===== config.mk =====
export PLATFORM = sky130hd
export DESIGN_NAME = ssort_cell
export DESIGN_NICKNAME = d
export VERILOG_FILES = /design/src/sv/ssort_pkg.sv /design/src/sv/ssort_cell.sv
export SDC_FILE = /design/constraint.sdc
export NUM_CORES = 1
export LEC_CHECK = 0
export BUFFER_PORTS_ARGS = -buffer_cell sky130_fd_sc_hd__buf_4
export CORE_ASPECT_RATIO = 0.6
export CORE_MARGIN = 3
export CORE_UTILIZATION = 36
export CTS_CLUSTER_SIZE = 8
export DETAILED_ROUTE_END_ITERATION = 6
export PLACE_DENSITY = 0.67
export SLEW_MARGIN = 5
export SYNTH_ARGS = -nofsm -noshare
export SYNTH_HDL_FRONTEND = slang
export SYNTH_SLANG_ARGS = --single-unit

===== constraint.sdc =====
create_clock -name i_clk -period 3.9 [get_ports i_clk]
set_input_delay 0.585 -clock i_clk [delete_from_list [all_inputs] [get_ports i_clk]]
set_output_delay 0.585 -clock i_clk [all_outputs]
set_load 0.05 [all_outputs]

===== src/sv/ssort_pkg.sv =====
// Shared constants and types for the streaming insertion sorter.
// No dependencies; used by ssort_cell and streaming_insertion_sorter_core.
`default_nettype none

package ssort_pkg;

    localparam int WORD_W           = 32;
    localparam int DEFAULT_CAPACITY = 64;

    typedef struct packed {
        logic insert;
        logic shift_out;
    } t_cell_ctl;

endpackage

`default_nettype wire


===== src/sv/ssort_cell.sv =====
// One compare-and-hold cell of the sorting chain.
// Depends on ssort_pkg for the word width and the control struct.
`default_nettype none

module ssort_cell (
    input  wire logic                                i_clk,
    input  wire logic                                i_rst_n,
    input  wire ssort_pkg::t_cell_ctl                i_ctl,
    input  wire logic signed [ssort_pkg::WORD_W-1:0] i_new_value,
    input  wire logic                                i_prev_valid,
    input  wire logic signed [ssort_pkg::WORD_W-1:0] i_prev_value,
    input  wire logic                                i_prev_greater,
    input  wire logic                                i_next_valid,
    input  wire logic signed [ssort_pkg::WORD_W-1:0] i_next_value,
    output logic                                     o_valid,
    output logic signed [ssort_pkg::WORD_W-1:0]      o_value,
    output logic                                     o_greater
);

    logic                                r_valid;
    logic                                n_valid;
    logic signed [ssort_pkg::WORD_W-1:0] r_value;
    logic signed [ssort_pkg::WORD_W-1:0] n_value;

    assign o_greater = r_valid && (r_value > i_new_value);

    always_comb begin
        n_valid = r_valid;
        n_value = r_value;
        if (i_ctl.shift_out) begin
            n_valid = i_next_valid;
            n_value = i_next_value;
        end else if (i_ctl.insert) begin
            if (i_prev_greater) begin
                n_valid = 1'b1;
                n_value = i_prev_value;
            end else if (o_greater) begin
                n_value = i_new_value;
            end else if (!r_valid && i_prev_valid) begin
                n_valid = 1'b1;
                n_value = i_new_value;
            end
        end
    end

    always_ff @(posedge i_clk) begin
        if (!i_rst_n) begin
            r_valid <= 1'b0;
        end else begin
            r_valid <= n_valid;
        end
        r_value <= n_value;
    end

    assign o_valid = r_valid;
    assign o_value = r_value;

endmodule

`default_nettype wire


== Word level (Yosys, flattened, before mapping) ==
Cells that the tools add are included.

* Register bits: 33
* Input port bits: 103
* Output and inout bits: 34
* Word-level logic and storage cells: 22

* Magnitude comparators: 1
* Equality and inequality tests: 1
* Multiplexer cells: 10
* Reduce and logical (&&, ||, !) cells: 8

{| class="wikitable"
|+ Operator list
! operator !! number
|-
| $mux W32 || 5
|-
| $gt A32 B32 Y1 || 1
|-
| $mux W1 || 5
|-
| $reduce_bool A4 Y1 || 1
|-
| $ne A3 B3 Y1 const B || 1
|-
| $reduce_and A3 Y1 || 1
|-
| $reduce_bool A3 Y1 || 1
|-
| $logic_and A1 B1 Y1 || 2
|-
| $reduce_and A2 Y1 || 1
|-
| $reduce_bool A2 Y1 || 1
|-
| $logic_not A1 Y1 || 1
|}

== Depth between registers and ports, before layout ==
Gate-level depths: netlist of the first run.

* Word-level depth: 7
* Gate-level depth with buffers: 8
* Mapped depth without buffers: 8

== Worst setup path after synthesis of the first run ==
No wires, ideal clock.

* Path type: reg-to-output
* Start point: reg r_value, in the netlist o_value[31]
* End point: out o_greater
* Arrival: 2.952 ns
* Required time: 3.315 ns
* Slack: 0.363 ns
* Cell stages (with the launch flop): 8
* Path buffers: 0
* Cell sequence: edfxtp_1 -> ha_1 -> nand4_2 -> nor3_1 -> a22oi_1 -> or4b_4 -> or3_1 -> a21boi_1

* Cells in the longest elaborated chain, start to end: 2

{| class="wikitable"
|+ RTL lines
! item !! line !! RTL
|-
| from (decl) || ssort_cell.sv:22 || <nowiki>logic signed [ssort_pkg::WORD_W-1:0] r_value;</nowiki>
|-
| from (signal assigned) || ssort_cell.sv:52 || <nowiki>r_value <= n_value;</nowiki>
|-
| $gt A32 B32 Y1 || ssort_cell.sv:25 || <nowiki>assign o_greater = r_valid && (r_value > i_new_value);</nowiki>
|-
| $logic_and A1 B1 Y1 || ssort_cell.sv:25 ||
|-
| to (decl) || ssort_cell.sv:17 || <nowiki>output logic o_greater</nowiki>
|}

No other way between the ends.

== Final worst setup path of the first run ==
* Start point: in i_new_value[19] (netlist name)
* End point: out o_greater

* Cells in the longest elaborated chain, start to end: 2

{| class="wikitable"
|+ RTL lines
! item !! line !! RTL
|-
| from (decl) || ssort_cell.sv:9 || <nowiki>input wire logic signed [ssort_pkg::WORD_W-1:0] i_new_value,</nowiki>
|-
| $gt A32 B32 Y1 || ssort_cell.sv:25 ||
|-
| $logic_and A1 B1 Y1 || ssort_cell.sv:25 ||
|}

No other way between the ends.

==> flow_summary.ini, run 1 <==
[finish]
drive_gt1_frac = 0.3630
nFillCells = 595
antenna_cells = 0
fin_util = 0.5870
fin_nets = 539
area_growth_pct = 49.90

[drt]
drt_pass1_iterations = 4
drtIter0Drc = 66
drc = 0
vias = 2407
wl_per_cell_um = 14.69
ant_nets = 0
wl_mm = 7.184
vias_per_cell = 4.922

[hold_path]
hold-path-endpoint = o_valid
min_path_type = register to register
holdPathStages = 2
hold_start = o_valid

[setup_path]
worstPathBufferInverterCount = 3
startpoint_type = input port
cp_cell_sequence = buf_4 -> inv_1 -> ha_1 -> a21oi_1 -> o21ai_1 -> a22oi_1 -> or4b_4 -> or3_1 -> a21boi_1 -> buf_4
path_class = input port to output port
cp.arrival_ns = 2.70
cp_max_fo = 4
crit_required_ns = 3.31
timing.reg2reg.setup_slack_ns = 1.35
critPathTopFamily = simple AND/OR/NAND/NOR gates
r2r_cells = 8
reg2reg_to = o_value[9]
r2r_start = o_value[27]
endpoint_kind = output port
crit_path_frequent_cell = buf_4
critPathMaxStageDelay_ns = 0.50
slowest_stage = or4b_4

[timing]
tightest_slew_ns = 0.5898
rsz0062_at_grt = no
fin_hold_ws_ns = 0.5226
final_max_slew_viol_count = 0
period_share = 0.8414
setup_viol = 0
post-route-min-period_ns = 3.282
skew_ns = 0.003210
max_freq_ghz = 0.3047
finalHoldViolations = 0
timing.slew.headroom = 0.6068
tns_ns = 0

[clock_network]
root_buffer = clkbuf_16
cts_tree = yes
clk_pin_slew_ns = 0.05
ctsHtreeMaxLevel = 2
cts_resized = 0
cts.sinks = 33
cts_setup_buffers = 0
hold_buffers = 0
numCtsBuffers = 5
clock_path_buffers = 2
clkLatencyLatePin_ns = 0.27

[grt]
grt_pass1_wl_mm = 11.30
grt_max_degree = 67
grt_use_total = 0.1767
overflow = 0
antenna_found_initial = 0
grt_pass1_vias = 2360

[die]
die_h_um = 70.84
initial_core_util = 0.3916
die_area_um2 = 8080
core-area_um2 = 6441
boundaryPins = 137
row_count = 22
fp.dieW_um = 114.1

[pwr]
switching_share = 0.3308
ir_drop_uv = 179.1
p_per_area_nw_per_um2 = 372.9
leakage_nw = 1.928
seqPwrFrac = 0.331
p_clk_frac = 0.312
p_switching_uw = 466.4
comb_power_share = 0.357
internal-power_uw = 943.6

[synthesis]
syn_avg_cell_area_um2 = 9.342
synth_flop_cell = edfxtp_1
synth_cells = 270
synth_warnings = 0
yosys_register_bits = 33
synth_edf_count = 32
syn-num-nets = 405
synth_area_um2 = 2522
synth.distinct_cells = 31
async_flop_share = 0
yosysSeqAreaShare = 0.3889

[place]
globalplace.congestion = 0.7228
io_buffers = 136
hpwl_mm = 5.756

[status]
status = finished clean

[flow_run]
drv_cap = 0
-- kinds of logic after synthesis --
logic type | share of synthesized area
simple gates | 0.1161
compound gates | 0.1394
fa+ha+maj | 0.1587
buf+inv | 0.06994
mux | 0.1270
flops | 0.3889
-- layout by cell type (no fill, tap or decap), drive strengths merged, types with 2 or more instances in the layout --
cell    synthesis  routed
nor2b           2       2
nand4           8       8
o21ai          38      38
clkbuf          8       6
a31oi           2       2
ha             32      32
inv            35      35
mux2i          32      32
a21o            2       2
nand3           4       4
nor2            5       5
buf             3     138
edfxtp         32      32
a21oi          15      15
nand2          39      39
-- stage by stage --
| stage | setup slack, ns | instances | instance area (um2) | total power, mW |
|---|---|---|---|---|
| detailed placement | 0.6261 | 481 | 3618 | 0.9794 |
| global placement | 0.6677 | 481 | 3618 | 0.9719 |
| global route | 0.4490 | 489 | 3781 | 1.486 |
| finish | 0.6185 | 489 | 3781 | 1.410 |
| floorplan | 0.3630 | 270 | 2522 | 0.7788 |
| CTS | 0.6181 | 489 | 3781 | 1.424 |
-- cell type report --
class / count / area, um2 / share of cell area
Multi-Input combinational cell: 191 / 1365 / 0.3610
Timing Repair Buffer: 138 / 1036 / 0.2740
Sequential cell: 33 / 980.9 / 0.2594
Inverter: 35 / 131.4 / 0.03475
Clock buffer: 6 / 128.9 / 0.03408
Tap cell: 84 / 105.1 / 0.02780
Clock inverter: 2 / 33.78 / 0.008934
-- Yosys cell counts (3+ instances only) --
master / n / share of area
o21ai_0: 24 / 0.048
clkbuf_1: 8 / 0.012
o21ai_1: 14 / 0.028
nand4_1: 7 / 0.017
nand2_1: 39 / 0.058
ha_1: 32 / 0.16
a21oi_1: 15 / 0.030
edfxtp_1: 32 / 0.38
nor2_1: 5 / 0.0074
buf_2: 3 / 0.0060
mux2i_1: 32 / 0.13
inv_1: 34 / 0.051
nand3_1: 4 / 0.0079
-- worst reg2reg max path, stage by stage, from the launching register on --
cell and delay [ns]:
edfxtp_1 0.41, ha_1 0.34, nand4_1 0.19, nor4_1 0.50, a31oi_1 0.20, nor3b_1 0.19, a21oi_1 0.15, nand2_1 0.08
buf_4 0.23
-- how the worst max path moves through the flow --
stage | from | end | cells past startpoint
after CTS | i_new_value[19] | o_greater | 10
after floorplan | o_value[31] | o_greater | 7
after global placement | i_new_value[19] | o_greater | 10
final | i_new_value[19] | o_greater | 10
after detailed placement | i_new_value[19] | o_greater | 10
after global routing | i_new_value[19] | o_greater | 10
-- sequential cells by signal, indices dropped and copies added (netlist names) --
| signal | count |
|---|---|
| o_value | 32 |
| o_valid | 1 |
-- layer usage --
| metal | share of wire | routed length, um | track usage | vias to the layer above |
|---|---|---|---|---|
| met5 | 0 | 0 | 0 | - |
| met4 | 0.0077 | 55 | 0.03953 | 0 |
| met3 | 0.093 | 669 | 0.05897 | 4 |
| met2 | 0.43 | 3074 | 0.2704 | 87 |
| met1 | 0.47 | 3384 | 0.2435 | 1080 |
| li1 | - | - | - | 1236 |
-- power by group through the flow --
stage | clock network (mW) | logic (mW) | registers, mW
final | 0.440 | 0.504 | 0.466
after global routing | 0.466 | 0.549 | 0.471
after CTS | 0.449 | 0.508 | 0.467
after detailed placement | 0 | 0.506 | 0.473
after global placement | 0 | 0.500 | 0.472
after floorplan | 0 | 0.166 | 0.612
Power figures use the tool's default switching activity.
==> run 2, diff against run 1 <==
--- a/config.mk
+++ b/config.mk
@@ -5,13 +5,14 @@
 export SDC_FILE = /design/constraint.sdc
 export NUM_CORES = 1
 export LEC_CHECK = 0
+export ABC_AREA = 1
 export BUFFER_PORTS_ARGS = -buffer_cell sky130_fd_sc_hd__buf_4
 export CORE_ASPECT_RATIO = 0.6
 export CORE_MARGIN = 3
 export CORE_UTILIZATION = 36
 export CTS_CLUSTER_SIZE = 8
 export DETAILED_ROUTE_END_ITERATION = 6
-export PLACE_DENSITY = 0.67
+export PLACE_DENSITY = 0.69
 export SLEW_MARGIN = 5
 export SYNTH_ARGS = -nofsm -noshare
 export SYNTH_HDL_FRONTEND = slang
==> constraint.sdc (replaced) <==
create_clock -name i_clk -period 2.65 [get_ports i_clk]
set_input_delay 0.3975 -clock i_clk [delete_from_list [all_inputs] [get_ports i_clk]]
set_output_delay 0.3975 -clock i_clk [all_outputs]
set_load 0.05 [all_outputs]
==> run 2 against run 1 <==
Register-to-register slack worse by 0.90 ns. First-iteration DRC count is 6.1% lower. Sequential share of layout area hardly changed. Global-route usage is 0.14 points lower. Clock power is 22% higher. Utilization is 2.8 points lower. Setup slack worse by 0.41 ns. Flip-flop and latch count stayed put. Synthesized area is 0.69% higher. Critical path depth is 1 lower. Design area hardly changed. Critical path type is now register to output port.
==> flow_summary.ini, run 2 <==
[clock_network]
cts_tree = yes
cts.sinks = 33
clock_path_buffers = 2
numCtsBuffers = 5
clkLatencyLatePin_ns = 0.27
root_buffer = clkbuf_16
hold_buffers = 0
cts_resized = 0
cts_setup_buffers = 0
clk_pin_slew_ns = 0.05
ctsHtreeMaxLevel = 2

[setup_path]
cp.arrival_ns = 2.05
endpoint_kind = output port
path_class = register to output port
cp-startpoint = o_value[31]
r2r_start = o_value[31]
crit_required_ns = 2.25
critPathMaxStageDelay_ns = 0.41
slowest_stage = edfxtp_1
crit_path_frequent_cell = nand2_1
cp_cell_sequence = ha_1 -> a21oi_1 -> o21a_1 -> nand2_1 -> a21oi_2 -> nand2_1 -> nand2_1 -> and3_1 -> buf_4
startpoint_type = register
cp_max_fo = 4
r2r_cells = 10

[timing]
setup_ws_ns = 0.2072
finalHoldViolations = 0
setup_viol = 0
post-route-min-period_ns = 2.443
period_share = 0.9218
skew_ns = 0.004375
rsz0062_at_grt = no
timing.slew.headroom = 0.7237
max_freq_ghz = 0.4094
tightest_slew_ns = 0.4144
tns_ns = 0
final_max_slew_viol_count = 0

[die]
initial_core_util = 0.3756
core-area_um2 = 6763
row_count = 23
die_area_um2 = 8133
fp.dieW_um = 114.4
boundaryPins = 137
die_h_um = 71.07

[hold_path]
hold_start = i_rst_n
holdPathStages = 3
min_path_type = input port to register

[drt]
drt_pass1_iterations = 4
route.met2.wl_mm = 2.953
drtIter0Drc = 62
top_layer = met4
vias_per_cell = 4.652
met3_length_um = 714
vias = 2577
drc = 0
ant_nets = 0
wl_mm = 7.378
wl_met1_mm = 3.696
wl_per_cell_um = 13.32

[grt]
grt_pass1_vias = 2313
overflow = 0
grt_pass1_wl_mm = 11.35
antenna_found_initial = 0
grt_use_total = 0.1752
grt_max_degree = 35

[synthesis]
async_flop_share = 0
synth_area_um2 = 2540
synth.distinct_cells = 22
syn_avg_cell_area_um2 = 7.627
yosys_register_bits = 33
synth_edf_count = 32
yosysSeqAreaShare = 0.3862
synth_top_area_frac = 0.3783
yosys.area.top_type = edfxtp_1
synth_warnings = 0
synthTopCellsByArea = edfxtp_1, ha_1, a21oi_1
syn-num-nets = 468
synth_flop_cell = edfxtp_1
yosys-top-cells-count = a21oi_1, nand2_1, nor2_1
synth_cells = 333
yosys.cell_count.top_type = a21oi_1

[finish]
final_cell_mix = buf_4, a21oi_1, nand2_1
fin_nets = 601
drive_gt1_frac = 0.3383
final_common_cell = buf_4
nFillCells = 648
regArea_um2 = 980.9
antenna_cells = 0
largest_reg_flops = 32
multiInputGateArea_um2 = 1334
area_growth_pct = 48.97
fin_util = 0.5595

[pwr]
leakage_nw = 1.949
p_per_area_nw_per_um2 = 521.6
finalPower_mw = 1.973
ir_drop_uv = 231.7

[status]
status = finished clean

[place]
globalplace.congestion = 0.8041
io_buffers = 136
pre_cts_slack_ns = 0.3242
hpwl_mm = 5.833

[flow_run]
drv_cap = 0
## run 2: cell types whose count changed after synthesis, moves of 5 or more
cell / previous run / this run
inv_2: 1 / 6
nor2_1: 5 / 41
inv_1: 34 / 40
nand4_1: 7 / 2
o21ai_1: 14 / 0
a21oi_1: 15 / 79
mux2i_1: 32 / 0
nand2_1: 39 / 70
o21ai_0: 24 / 3
## run 2: power by group
group	switching, mW	internal [mW]
logic	0.461	0.289
registers	0.0338	0.652
clock network	0.189	0.349
total	0.684	1.29
## run 2: final cells by class
| class | instances | area share |
|---|---|---|
| Sequential cell | 33 | 0.2593 |
| Multi-Input combinational cell | 240 | 0.3525 |
| Inverter | 46 | 0.04564 |
| Timing Repair Buffer | 140 | 0.2778 |
| Tap cell | 87 | 0.02877 |
| Clock buffer | 8 | 0.03605 |
## run 2: critical path, delay by kind of cell, from the launching register on
family / cells / cell delay [ns]
simple gates: 4 / 0.34
buf+inv: 1 / 0.20
flops: 1 / 0.41
compound gates: 3 / 0.45
fa+ha+maj: 1 / 0.36
## run 2: path summary, 6_finish.rpt
path,to,slack [ns]
max,o_greater,0.21
min,o_valid,0.42
max reg2reg,o_value[0],0.45
min reg2reg,o_valid,0.52
## run 2: per-stage QoR
stage                     instance area, um2  hold WS (ns)  instances
after floorplan                         2542        0.5359        333
after global routing                    3784        0.4523        554
after CTS                               3784        0.4189        554
final                                   3784        0.4221        554
after global placement                  3647        0.5050        546
after detailed placement                3647        0.5153        546
## run 2: cells by family after synthesis
group,synth area share
adder cells (fa/ha/maj),0.1576
AO/OA/AOI/OAI,0.1764
AND/OR/NAND/NOR,0.1901
flip-flops,0.3862
buffers and inverters,0.08966
## run 2: per-layer routing
metal  global-route usage  vias to the layer above
met5                    0                        -
met4              0.02503                        0
met3              0.05470                        2
met2               0.2560                       88
met1               0.2597                     1116
li1                     -                     1371
==> run 3, diff against run 2 <==
--- a/config.mk
+++ b/config.mk
@@ -7,12 +7,13 @@
 export LEC_CHECK = 0
 export ABC_AREA = 1
 export BUFFER_PORTS_ARGS = -buffer_cell sky130_fd_sc_hd__buf_4
+export CAP_MARGIN = 0
 export CORE_ASPECT_RATIO = 0.6
 export CORE_MARGIN = 3
 export CORE_UTILIZATION = 36
 export CTS_CLUSTER_SIZE = 8
 export DETAILED_ROUTE_END_ITERATION = 6
-export PLACE_DENSITY = 0.69
+export PLACE_DENSITY = 0.67
 export SLEW_MARGIN = 5
 export SYNTH_ARGS = -nofsm -noshare
 export SYNTH_HDL_FRONTEND = slang
==> constraint.sdc (replaced) <==
create_clock -name i_clk -period 2.56 [get_ports i_clk]
set_input_delay 0.384 -clock i_clk [delete_from_list [all_inputs] [get_ports i_clk]]
set_output_delay 0.384 -clock i_clk [all_outputs]
set_load 0.05 [all_outputs]
==> run 3 against run 2 <==
Non-clock buffer count is the same. Critical path depth grew 1. Die area is the same. Design area grew 0.93%. Utilization grew 0.52 points. Power grew 5.9%. Setup slack lost 0.046 ns. Largest cell class unchanged. Register-to-register slack lost 0.05 ns.
==> flow_summary.ini, run 3 (synthesis gave the netlist of run 2 again) <==
[setup_path]
reg2reg_to = o_value[11]
startpoint_type = register
slowest_stage = edfxtp_1
r2r_start = o_value[11]
endpoint_kind = output port
path_class = register to output port
timing.reg2reg.setup_slack_ns = 0.40
cp_max_fo = 3
cp.arrival_ns = 2.01
cp_cell_sequence = ha_1 -> a21oi_1 -> nand2_1 -> a21oi_2 -> nand2_1 -> nand2_1 -> nand2_1 -> nand2_1 -> and3_1 -> buf_6
crit_required_ns = 2.18
crit_path_frequent_cell = nand2_1
critPathMaxStageDelay_ns = 0.41
r2r_cells = 11

[place]
placed_cell_area_um2 = 3660
hpwl_mm = 5.800
dpl.cell_count = 546
globalplace.congestion = 0.7743
io_buffers = 136
pre_cts_slack_ns = 0.2766

[clock_network]
clkLatencyLatePin_ns = 0.27
numCtsBuffers = 5
cts.sinks = 33
ctsHtreeMaxLevel = 2
clock_path_buffers = 2
clk_pin_slew_ns = 0.05
cts_tree = yes
hold_buffers = 0
root_buffer = clkbuf_16

[pwr]
ir_drop_uv = 302.5
seqPwrFrac = 0.339
p_per_area_nw_per_um2 = 547.4
internal-power_mw = 1.368
switching_share = 0.3457
comb_power_share = 0.377
p_clk_frac = 0.283
p_switching_uw = 722.6
leakage_nw = 1.961

[grt]
grt_use_total = 0.1806
antenna_found_initial = 0
grt_pass1_wl_mm = 11.72
grt_max_degree = 35
overflow = 0
grt_pass1_vias = 2541

[timing]
tightest_slew_ns = 0.4100
setup_ws_ns = 0.1611
max_freq_ghz = 0.4169
final_max_slew_viol_count = 0
timing.slew.headroom = 0.7267
post-route-min-period_ns = 2.399
tns_ns = 0
period_share = 0.9371
setup_viol = 0
fin_hold_ws_ns = 0.4084
finalHoldViolations = 0
skew_ns = 0.002912

[die]
initial_core_util = 0.3756
core-area_um2 = 6763
fp.dieW_um = 114.4
boundaryPins = 137
die_h_um = 71.07
die_area_um2 = 8133
row_count = 23

[finish]
fin_cells = 554
final_cell_mix = buf_4, a21oi_1, nand2_1
final_common_cell = buf_4
largest_reg_flops = 32
area_growth_pct = 50.34
drive_gt1_frac = 0.3469
finalInstanceArea_um2 = 3819
antenna_cells = 0
fin_nets = 601

[drt]
drt_pass1_iterations = 4
vias_per_cell = 4.861
drtIter0Drc = 99
wl_per_cell_um = 13.71
drc = 0
wl_mm = 7.598
ant_nets = 0
vias = 2693

[hold_path]
holdPathStages = 3
hold-path-endpoint = o_valid
hold_start = i_rst_n
min_path_type = input port to register

[flow_run]
drv_cap = 0

[status]
status = finished clean
==> run 3: cell counts in the layout (fill, tap and decap cells not counted) <==
No cell type changed its count.
==> run 3: area by class of cell <==
| class | count | area, um2 |
|---|---|---|
| Clock buffer | 8 | 146.4 |
| Tap cell | 87 | 108.9 |
| Inverter | 46 | 172.7 |
| Multi-Input combinational cell | 240 | 1343 |
| Fill cell | 646 | 2944 |
| Timing Repair Buffer | 140 | 1067 |
| Sequential cell | 33 | 980.9 |
==> run 3: routing by layer <==
metal  part of all wire  vias to the layer above  wire length, um  global-route usage
met5                  0                        -                0                   0
met4             0.0062                        0               47             0.03689
met3              0.091                        6              694             0.05470
met2               0.42                      101             3179              0.2747
met1               0.48                     1215             3676              0.2552
li1                   -                     1371                -                   -
==> run 3: what timing repair did <==
item | 4_1_cts | 5_1_grt
setup endpoints to repair | 0 | 1
setup buffers | 0 | 0
gates resized for setup | 0 | 4
==> run 3: worst max path at each step <==
stage                    start           to  depth (start not counted)
3_3_place_gp   i_new_value[13]  o_value[14]                         13
3_5_place_dp   i_new_value[15]  o_value[13]                         13
2_1_floorplan      o_value[31]   o_value[0]                          9
5_1_grt            o_value[11]    o_greater                         10
4_1_cts            o_value[15]    o_greater                         10
6_report           o_value[11]    o_greater                         10
==> run 3: worst max-delay path, delay by kind of cell (launching register included) <==
| family | cells | cell delay (ns) |
|---|---|---|
| AND/OR/NAND/NOR | 6 | 0.50 |
| adder cells (fa/ha/maj) | 1 | 0.33 |
| AO/OA/AOI/OAI | 2 | 0.35 |
| buffers and inverters | 1 | 0.16 |
| flip-flops | 1 | 0.41 |
==> run 3: metrics by stage <==
| step | util | total power [mW] |
|---|---|---|
| after CTS | 0.5628 | 2.104 |
| final | 0.5647 | 2.090 |
| after global placement | 0.5412 | 1.494 |
| after floorplan | - | 1.196 |
| after detailed placement | 0.5412 | 1.505 |
| after global routing | 0.5647 | 2.205 |
==> run 3: power groups by stage <==
stage | registers [mW] | clock network [mW] | logic (mW)
after floorplan | 0.925 | 0 | 0.271
after global placement | 0.717 | 0 | 0.777
after detailed placement | 0.720 | 0 | 0.785
after CTS | 0.709 | 0.606 | 0.788
after global routing | 0.717 | 0.622 | 0.866
final | 0.709 | 0.592 | 0.789
